File: config.mk
export PLATFORM = sky130hd
export DESIGN_NAME = pid_with_periodic_restart_core
export DESIGN_NICKNAME = d
export VERILOG_FILES = /design/src/hdl/pwpr_pkg.sv /design/src/hdl/pwpr_mac.sv /design/src/hdl/pwpr_div.sv /design/src/hdl/pid_with_periodic_restart_core.sv
export SDC_FILE = /design/constraint.sdc
export NUM_CORES = 2
export LEC_CHECK = 0
export BUFFER_PORTS_ARGS = -buffer_cell sky130_fd_sc_hd__buf_2
export CAP_MARGIN = 15
export CORE_ASPECT_RATIO = 0.9
export CORE_MARGIN = 2
export CORE_UTILIZATION = 70
export CTS_BUF_LIST = sky130_fd_sc_hd__clkbuf_16
export CTS_CLUSTER_DIAMETER = 40
export DETAILED_ROUTE_END_ITERATION = 10
export PLACE_DENSITY = 0.94
export SYNTH_ARGS = -nofsm -noshare
export SYNTH_HDL_FRONTEND = slang
export SYNTH_HIERARCHICAL = 1
export SYNTH_SLANG_ARGS = --single-unit
File: constraint.sdc
create_clock -name clk -period 14.5 [get_ports clk]
set_input_delay 2.9 -clock clk [delete_from_list [all_inputs] [get_ports clk]]
set_output_delay 2.9 -clock clk [all_outputs]
set_load 0.01 [all_outputs]
File: src/hdl/pwpr_pkg.sv
// Shared types and constants of the PID term tracker with periodic restart.
// Used by pwpr_mac, pwpr_div and pid_with_periodic_restart_core; no dependencies.
package pwpr_pkg;

	localparam int TERM_W = 32;
	localparam int GAIN_W = 16;
	localparam int PROD_W = TERM_W + GAIN_W;
	localparam int SUM_W  = PROD_W + 2;
	localparam int DIV_W  = 16;
	localparam int CNT_W  = 16;
	localparam int ADDR_W = 5;

	localparam logic [2:0] REG_GAIN_P  = 3'd0;
	localparam logic [2:0] REG_GAIN_I  = 3'd1;
	localparam logic [2:0] REG_GAIN_D  = 3'd2;
	localparam logic [2:0] REG_DIVISOR = 3'd3;
	localparam logic [2:0] REG_PERIOD  = 3'd4;

	localparam logic OP_UPDATE = 1'b0;
	localparam logic OP_CLEAR  = 1'b1;

	typedef enum logic [2:0] {
		ST_IDLE,
		ST_MAC,
		ST_DIV_LOAD,
		ST_DIV_RUN,
		ST_DONE
	} pwpr_state_t;

	typedef struct packed {
		logic clear;
		logic acc_en;
	} pwpr_mac_ctrl_t;

	// Clamp a 33-bit signed sum into the 32-bit signed range.
	function automatic logic signed [TERM_W-1:0] sat_term(input logic signed [TERM_W:0] v);
		logic signed [TERM_W-1:0] r;
		begin
			if (v[TERM_W] != v[TERM_W-1]) begin
				r = v[TERM_W] ? {1'b1, {(TERM_W-1){1'b0}}} : {1'b0, {(TERM_W-1){1'b1}}};
			end else begin
				r = v[TERM_W-1:0];
			end
			return r;
		end
	endfunction

endpackage

File: src/hdl/pwpr_mac.sv
// Shared multiply-accumulate unit: one 32x16 signed product per cycle.
// Depends on pwpr_pkg.
module pwpr_mac (
	input  logic                                    clk,
	input  logic                                    arst_n,
	input  pwpr_pkg::pwpr_mac_ctrl_t                ctrl,
	input  logic signed [pwpr_pkg::TERM_W-1:0]      term,
	input  logic signed [pwpr_pkg::GAIN_W-1:0]      gain,
	output logic signed [pwpr_pkg::SUM_W-1:0]       acc
);
	import pwpr_pkg::*;

	logic signed [PROD_W-1:0] prod_s1;
	logic signed [SUM_W-1:0]  acc_q;

	// Register the product before it enters the adder.
	always_ff @(posedge clk) begin
		prod_s1 <= term * gain;
	end

	always_ff @(posedge clk or negedge arst_n) begin
		if (!arst_n) begin
			acc_q <= '0;
		end else if (ctrl.clear) begin
			acc_q <= '0;
		end else if (ctrl.acc_en) begin
			acc_q <= acc_q + SUM_W'(prod_s1);
		end
	end

	assign acc = acc_q;

endmodule

File: src/hdl/pwpr_div.sv
// Iterative unsigned restoring divider, two quotient bits per cycle.
// Depends on pwpr_pkg.
module pwpr_div (
	input  logic                          clk,
	input  logic                          arst_n,
	input  logic                          start,
	input  logic [pwpr_pkg::SUM_W-1:0]    numer,
	input  logic [pwpr_pkg::DIV_W-1:0]    denom,
	output logic [pwpr_pkg::SUM_W-1:0]    quot,
	output logic                          done
);
	import pwpr_pkg::*;

	localparam int ITER   = SUM_W / 2;
	localparam int ITER_W = $clog2(ITER);

	logic [SUM_W-1:0]  num_q;
	logic [DIV_W-1:0]  rem_q;
	logic [DIV_W-1:0]  den_q;
	logic [ITER_W-1:0] cnt_q;
	logic              busy_q;
	logic              done_q;

	logic [SUM_W-1:0]  num_nxt;
	logic [DIV_W-1:0]  rem_nxt;
	logic [DIV_W:0]    trial;

	// Two restoring steps: shift in a numerator bit, subtract when it fits.
	always_comb begin
		num_nxt = num_q;
		rem_nxt = rem_q;
		trial   = '0;
		for (int k = 0; k < 2; k++) begin
			trial   = {rem_nxt, num_nxt[SUM_W-1]};
			num_nxt = {num_nxt[SUM_W-2:0], 1'b0};
			if (trial >= {1'b0, den_q}) begin
				rem_nxt    = DIV_W'(trial - {1'b0, den_q});
				num_nxt[0] = 1'b1;
			end else begin
				rem_nxt = trial[DIV_W-1:0];
			end
		end
	end

	always_ff @(posedge clk) begin
		if (start) begin
			num_q <= numer;
			rem_q <= '0;
			den_q <= denom;
		end else if (busy_q) begin
			num_q <= num_nxt;
			rem_q <= rem_nxt;
		end
	end

	always_ff @(posedge clk or negedge arst_n) begin
		if (!arst_n) begin
			busy_q <= 1'b0;
			done_q <= 1'b0;
			cnt_q  <= '0;
		end else begin
			done_q <= !start && busy_q && (cnt_q == ITER_W'(ITER - 1));
			if (start) begin
				busy_q <= 1'b1;
				cnt_q  <= '0;
			end else if (busy_q) begin
				if (cnt_q == ITER_W'(ITER - 1)) begin
					busy_q <= 1'b0;
				end
				cnt_q <= cnt_q + 1'b1;
			end
		end
	end

	assign quot = num_q;
	assign done = done_q;

endmodule

File: src/hdl/pid_with_periodic_restart_core.sv
// PID term tracker with periodic restart: top level with sequencer and register file.
// Depends on pwpr_pkg, pwpr_mac and pwpr_div.
//
// Usage:
//   Input channel (in_valid/in_stall, opcode, error_value): opcode OP_UPDATE folds
//   error_value into the proportional, integral and derivative terms and counts the
//   update; when the count reaches restart_period all terms and the count clear.
//   Opcode OP_CLEAR clears them directly. Every beat yields one result beat.
//   Output channel (out_valid/out_stall, drive, restarted): drive is the weighted
//   sum P*gp + I*gi + D*gd divided by divisor, rounded half away from zero and
//   clamped to 32-bit signed; restarted flags an item that cleared the terms.
//   Flow: an accepted item goes through the shared multiplier-accumulator, a load
//   state, the 2-bit-per-cycle divider until its done flag for the 50-bit quotient,
//   and a finish state. in_stall is high from the accept until the return to idle,
//   so one item is in flight at a time and no new beat is taken before the last
//   item is through. A finished result sits in the output register; a stalled
//   output holds it, and the next item waits in the finish state until that
//   register frees up. Reset clears the terms, count and gains, sets divisor to 1
//   and the period to 16. The user must write registers over the APB port only
//   while the block is idle; the block itself does not enforce this.
module pid_with_periodic_restart_core (
	input  logic                                   clk,
	input  logic                                   arst_n,
	// input channel
	input  logic                                   in_valid,
	output logic                                   in_stall,
	input  logic                                   opcode,
	input  logic signed [pwpr_pkg::TERM_W-1:0]     error_value,
	// output channel
	output logic                                   out_valid,
	input  logic                                   out_stall,
	output logic signed [pwpr_pkg::TERM_W-1:0]     drive,
	output logic                                   restarted,
	// configuration port
	input  logic                                   psel,
	input  logic                                   penable,
	input  logic                                   pwrite,
	input  logic [pwpr_pkg::ADDR_W-1:0]            paddr,
	input  logic [31:0]                            pwdata,
	output logic [31:0]                            prdata,
	output logic                                   pready
);
	import pwpr_pkg::*;

	// Configuration registers
	logic signed [GAIN_W-1:0] gain_p_q, gain_i_q, gain_d_q;
	logic [DIV_W-1:0]         divisor_q;
	logic [CNT_W-1:0]         period_q;

	// Term state
	logic signed [TERM_W-1:0] term_p_q, term_i_q, term_d_q;
	logic [CNT_W-1:0]         count_q;
	logic                     restart_q;

	// Sequencer
	pwpr_state_t              state_q, state_nxt;
	logic [1:0]               step_q;
	logic                     neg_q;

	// Output register
	logic                     out_valid_q;
	logic signed [TERM_W-1:0] drive_q;
	logic                     restarted_q;

	logic                     in_fire;
	logic                     cfg_wr;
	logic [2:0]               cfg_idx;
	logic [CNT_W-1:0]         count_inc;
	logic signed [TERM_W-1:0] new_d, new_i;

	pwpr_mac_ctrl_t           mac_ctrl;
	logic signed [TERM_W-1:0] mac_term;
	logic signed [GAIN_W-1:0] mac_gain;
	logic signed [SUM_W-1:0]  acc;

	logic [DIV_W-1:0]         div_eff;
	logic [SUM_W-1:0]         acc_mag;
	logic [SUM_W-1:0]         numer;
	logic                     div_start;
	logic [SUM_W-1:0]         quot;
	logic                     div_done;
	logic                     out_free;
	logic                     out_load;
	logic signed [TERM_W-1:0] drive_nxt;

	assign in_fire = in_valid && !in_stall;
	assign cfg_wr  = psel && penable && pwrite && pready;
	assign cfg_idx = paddr[4:2];
	assign pready  = 1'b1;

	// ---------------------------------------------------------------
	// Register file
	// ---------------------------------------------------------------
	always_ff @(posedge clk or negedge arst_n) begin
		if (!arst_n) begin
			gain_p_q  <= '0;
			gain_i_q  <= '0;
			gain_d_q  <= '0;
			divisor_q <= DIV_W'(1);
			period_q  <= CNT_W'(16);
		end else if (cfg_wr) begin
			unique case (cfg_idx)
				REG_GAIN_P:  gain_p_q  <= pwdata[GAIN_W-1:0];
				REG_GAIN_I:  gain_i_q  <= pwdata[GAIN_W-1:0];
				REG_GAIN_D:  gain_d_q  <= pwdata[GAIN_W-1:0];
				REG_DIVISOR: divisor_q <= pwdata[DIV_W-1:0];
				REG_PERIOD:  period_q  <= pwdata[CNT_W-1:0];
				default: ;
			endcase
		end
	end

	always_comb begin
		unique case (cfg_idx)
			REG_GAIN_P:  prdata = {{(32-GAIN_W){1'b0}}, gain_p_q};
			REG_GAIN_I:  prdata = {{(32-GAIN_W){1'b0}}, gain_i_q};
			REG_GAIN_D:  prdata = {{(32-GAIN_W){1'b0}}, gain_d_q};
			REG_DIVISOR: prdata = {{(32-DIV_W){1'b0}}, divisor_q};
			REG_PERIOD:  prdata = {{(32-CNT_W){1'b0}}, period_q};
			default:     prdata = '0;
		endcase
	end

	// ---------------------------------------------------------------
	// Term update at the accepted beat
	// ---------------------------------------------------------------
	assign count_inc = count_q + 1'b1;
	assign new_d     = sat_term({error_value[TERM_W-1], error_value}
		- {term_p_q[TERM_W-1], term_p_q});
	assign new_i     = sat_term({error_value[TERM_W-1], error_value}
		+ {term_i_q[TERM_W-1], term_i_q});

	always_ff @(posedge clk or negedge arst_n) begin
		if (!arst_n) begin
			term_p_q  <= '0;
			term_i_q  <= '0;
			term_d_q  <= '0;
			count_q   <= '0;
			restart_q <= 1'b0;
		end else if (in_fire) begin
			// Clear on a clear beat or when the update count reaches the period.
			if (opcode == OP_CLEAR || count_inc >= period_q) begin
				term_p_q  <= '0;
				term_i_q  <= '0;
				term_d_q  <= '0;
				count_q   <= '0;
				restart_q <= 1'b1;
			end else begin
				term_p_q  <= error_value;
				term_i_q  <= new_i;
				term_d_q  <= new_d;
				count_q   <= count_inc;
				restart_q <= 1'b0;
			end
		end else if (cfg_wr && cfg_idx == REG_PERIOD) begin
			// A new period restarts the count.
			count_q <= '0;
		end
	end

	// ---------------------------------------------------------------
	// Shared multiply-accumulate: step 0..2 feed P, I, D; steps 1..3 add.
	// ---------------------------------------------------------------
	always_comb begin
		unique case (step_q)
			2'd0:    begin mac_term = term_p_q; mac_gain = gain_p_q; end
			2'd1:    begin mac_term = term_i_q; mac_gain = gain_i_q; end
			default: begin mac_term = term_d_q; mac_gain = gain_d_q; end
		endcase
	end

	assign mac_ctrl.clear  = in_fire;
	assign mac_ctrl.acc_en = (state_q == ST_MAC) && (step_q != 2'd0);

	pwpr_mac u_mac (
		.clk    (clk),
		.arst_n (arst_n),
		.ctrl   (mac_ctrl),
		.term   (mac_term),
		.gain   (mac_gain),
		.acc    (acc)
	);

	// ---------------------------------------------------------------
	// Rounded division on the magnitude; sign restored at the finish.
	// ---------------------------------------------------------------
	assign div_eff   = (divisor_q == '0) ? DIV_W'(1) : divisor_q;
	assign acc_mag   = acc[SUM_W-1] ? SUM_W'(-acc) : SUM_W'(acc);
	assign numer     = acc_mag + SUM_W'(div_eff >> 1);
	assign div_start = (state_q == ST_DIV_LOAD);

	pwpr_div u_div (
		.clk    (clk),
		.arst_n (arst_n),
		.start  (div_start),
		.numer  (numer),
		.denom  (div_eff),
		.quot   (quot),
		.done   (div_done)
	);

	// Clamp the signed quotient to 32 bits.
	always_comb begin
		if (neg_q) begin
			if (quot > SUM_W'(64'h8000_0000)) begin
				drive_nxt = {1'b1, {(TERM_W-1){1'b0}}};
			end else begin
				drive_nxt = -quot[TERM_W-1:0];
			end
		end else begin
			if (quot > SUM_W'(64'h7FFF_FFFF)) begin
				drive_nxt = {1'b0, {(TERM_W-1){1'b1}}};
			end else begin
				drive_nxt = quot[TERM_W-1:0];
			end
		end
	end

	// ---------------------------------------------------------------
	// Sequencer
	// ---------------------------------------------------------------
	assign out_free = !out_valid_q || !out_stall;

	always_ff @(posedge clk or negedge arst_n) begin
		if (!arst_n) begin
			state_q <= ST_IDLE;
			step_q  <= '0;
			neg_q   <= 1'b0;
		end else begin
			state_q <= state_nxt;
			if (state_q == ST_MAC) begin
				step_q <= step_q + 1'b1;
			end else begin
				step_q <= '0;
			end
			if (div_start) begin
				neg_q <= acc[SUM_W-1];
			end
		end
	end

	always_comb begin
		state_nxt = state_q;
		in_stall  = 1'b1;
		out_load  = 1'b0;
		unique case (state_q)
			ST_IDLE: begin
				in_stall = 1'b0;
				if (in_valid) begin
					state_nxt = ST_MAC;
				end
			end
			ST_MAC: begin
				if (step_q == 2'd3) begin
					state_nxt = ST_DIV_LOAD;
				end
			end
			ST_DIV_LOAD: begin
				state_nxt = ST_DIV_RUN;
			end
			ST_DIV_RUN: begin
				if (div_done) begin
					state_nxt = ST_DONE;
				end
			end
			ST_DONE: begin
				// Hold until the output register can take the result.
				if (out_free) begin
					out_load  = 1'b1;
					state_nxt = ST_IDLE;
				end
			end
			default: begin
				state_nxt = ST_IDLE;
			end
		endcase
	end

	// ---------------------------------------------------------------
	// Output register
	// ---------------------------------------------------------------
	always_ff @(posedge clk or negedge arst_n) begin
		if (!arst_n) begin
			out_valid_q <= 1'b0;
		end else if (out_load) begin
			out_valid_q <= 1'b1;
		end else if (!out_stall) begin
			out_valid_q <= 1'b0;
		end
	end

	always_ff @(posedge clk) begin
		if (out_load) begin
			drive_q     <= drive_nxt;
			restarted_q <= restart_q;
		end
	end

	assign out_valid = out_valid_q;
	assign drive     = drive_q;
	assign restarted = restarted_q;

endmodule

==> results.cfg <==
[clock_network]
cts_buffer_depth = 3
cts_buffers = 53
cts_resized = 0
cts_tree = built
clkSinkCount = 420
clk_latency_ns = 0.64
path_clk_slew_ns = 0.07
htree_levels = 2
post_cts_buffers = 0
ctsHoldBuffers = 0
cts-root-buf = clkbuf_16

[routing]
routed-wl-met3_mm = 15.7
drt_iter0_drc = 5207
met1_length_mm = 47.1
drc = 0
ant_nets = 0
top_layer = met4
drt_first_pass_iters = 9
wl_met2_mm = 60.8
post_drt_wl_per_cell_um = 22.1
viasPerCell = 6.72
routed_wl_mm = 133
vias = 40500

[yosys]
synth_common_cells = inv_1, nand2_1, fa_1
synth_cell_type_count = 100
synth_top_area_share = 0.210
yosysMostFrequentCell = inv_1
synth_ff_type = dfrtp_1
synth_edf_count = 99
synth-async-reset-ratio = 0.612
synth_warnings = 6
synth-seq-cells = 420
syn_area_sq_mm = 0.0468
avgSynthCellArea_sq_um = 9.06
synth_top_cell_by_area = fa_1
synthCells = 5170
yosysSeqAreaShare = 0.228
yosys-top-cells-area = fa_1, dfrtp_1, ha_1

[setup_path]
r2r_cells = 28
regToRegSetupSlack_ns = 4.87
r2r_start = step_q[0]
arrival_ns = 10.20
slowest_stage = inv_1
crit_fanout = 50
r2r-end = u_mac/prod_s1[41]
max_stage_delay_ns = 1.03
crit_type = flop to flop
required_ns = 15.07
crit_top_cell = fa_1
cp-end-kind = flop
startpoint_type = flop

[floorplan]
coreArea_sq_mm = 0.0659
placementRows = 89
die_w_um = 277
pin_count = 145
die-area_sq_mm = 0.0690
start_util = 0.710
fp.dieH_um = 249

[timing]
tightestPinTransition_ns = 1.24
slew_viol_final = 0
setup_tns_ns = 0
fin_skew_ns = 0.0439
finalSetupViolCount = 0
fmax_mhz = 104
final_hold_viol_count = 0
rsz0062_at_grt = no
fin_crit_ns = 9.63
max_slew_margin = 0.174
finalCritPeriodShare = 0.664

[placement]
port_buffers = 109
gp_congestion = 0.926
dp_hpwl_mm = 93.0

[worst_hold_path]
worstHoldStart = restart_q
min_path_cells = 0
hp-class = flop to flop
whs_endpoint = restarted

[global_routing]
gr-usage-all-layers = 0.385
grt_pass1_vias = 41600
antenna_found_initial = 1
grt_pass1_wl_mm = 215
grt-ovfl-total = 0
grt_max_degree = 162

[layout]
drive_gt1_frac = 0.0907
num-nets-final = 5986
area_growth_pct = 6.01

[outcome]
outcome = complete, no violations

[run]
timing.max_cap.violations = 0
layout by cell type (no fill, tap or decap), drive strengths merged, types with 40 or more instances in the layout:
cell type / count
nor3: 66
and2: 224
a21o: 93
ha: 300
dfxtp: 64
edfxtp: 99
nand3: 68
o21ai: 176
a211oi: 40
and3: 41
clkbuf: 54
xnor2: 180
nor2: 244
a22oi: 82
buf: 152
inv: 748
mux2i: 42
nand2: 596
fa: 492
mux2: 153
nand4: 42
xor2: 99
a21oi: 235
a221o: 59
dfrtp: 255
per-layer routing:
layer | global-route usage | vias to the layer above
met4 | 0.235 | 0
met2 | 0.613 | 3099
met3 | 0.101 | 848
met5 | 0 | -
li1 | - | 17200
met1 | 0.474 | 19300
sequential cells by signal, summed over array words and instances, names as in the netlist, 2 cells and up:
signal,count
gain_i_q,16
gain_p_q,16
term_d_q,32
drive,32
divisor_q,16
u_div/rem_q,16
gain_d_q,16
step_q,2
u_mac/prod_s1,48
period_q,16
u_mac/acc,50
u_div/cnt_q,5
term_p_q,32
state_q,3
u_div/quot,50
term_i_q,32
u_div/den_q,16
count_q,16
worst max-delay path by stage:
stage          startpoint                 to  slack [ns]
2_1_floorplan   step_q[0]  u_mac/prod_s1[46]        7.03
3_3_place_gp    step_q[0]  u_mac/prod_s1[47]        5.64
3_5_place_dp    step_q[0]  u_mac/prod_s1[47]        5.29
4_1_cts         step_q[0]  u_mac/prod_s1[47]        5.12
5_1_grt         step_q[0]  u_mac/prod_s1[41]        4.67
6_report        step_q[0]  u_mac/prod_s1[41]        4.87
critical path, delay by kind of cell, from the launching register on:
family                   cells  cell delay, ns
adder cells (fa/ha/maj)      8            3.59
buffers and inverters        6            2.14
AND/OR/NAND/NOR              7            1.60
AO/OA/AOI/OAI                6            1.60
flip-flops                   1            0.43
XOR/XNOR                     1            0.16
layout make-up:
type / count / area [sq um]
multi-input combinational: 3757 / 32400
fill: 3916 / 16300
sequential: 420 / 10700
inverter: 733 / 2750
clock buffer: 54 / 1350
tap: 864 / 1080
timing repair buffer: 152 / 895
clock inverter: 45 / 489
antenna: 1 / 2.50
through the flow:
| step | instance area, sq um | utilization | worst slack (ns) | std cells | hold WS [ns] |
|---|---|---|---|---|---|
| floorplan | 46900 | - | 7.03 | 5185 | 0.426 |
| global placement | 47800 | 0.725 | 5.64 | 5924 | 0.440 |
| detailed placement | 47800 | 0.725 | 5.29 | 5924 | 0.442 |
| CTS | 49600 | 0.753 | 5.12 | 6023 | 0.468 |
| global route | 49600 | 0.753 | 4.67 | 6025 | 0.482 |
| finish | 49600 | 0.753 | 4.87 | 6026 | 0.470 |
kinds of logic (layout without fill, tap and decap cells):
logic type / count (synthesis) / count (layout) / synth area share
compound gates: 993 / 993 / 0.147
xor+xnor: 279 / 279 / 0.0522
fa+ha+maj: 792 / 792 / 0.290
buf+inv: 1008 / 984 / 0.0829
flops: 420 / 420 / 0.228
mux: 195 / 195 / 0.0458
other cells: 2 / 18 / 0.000160
simple gates: 1481 / 1481 / 0.154
Power is left out: the tool's default activity adds up to more than one toggle a clock period on the data nets, which glitch-free logic cannot reach.
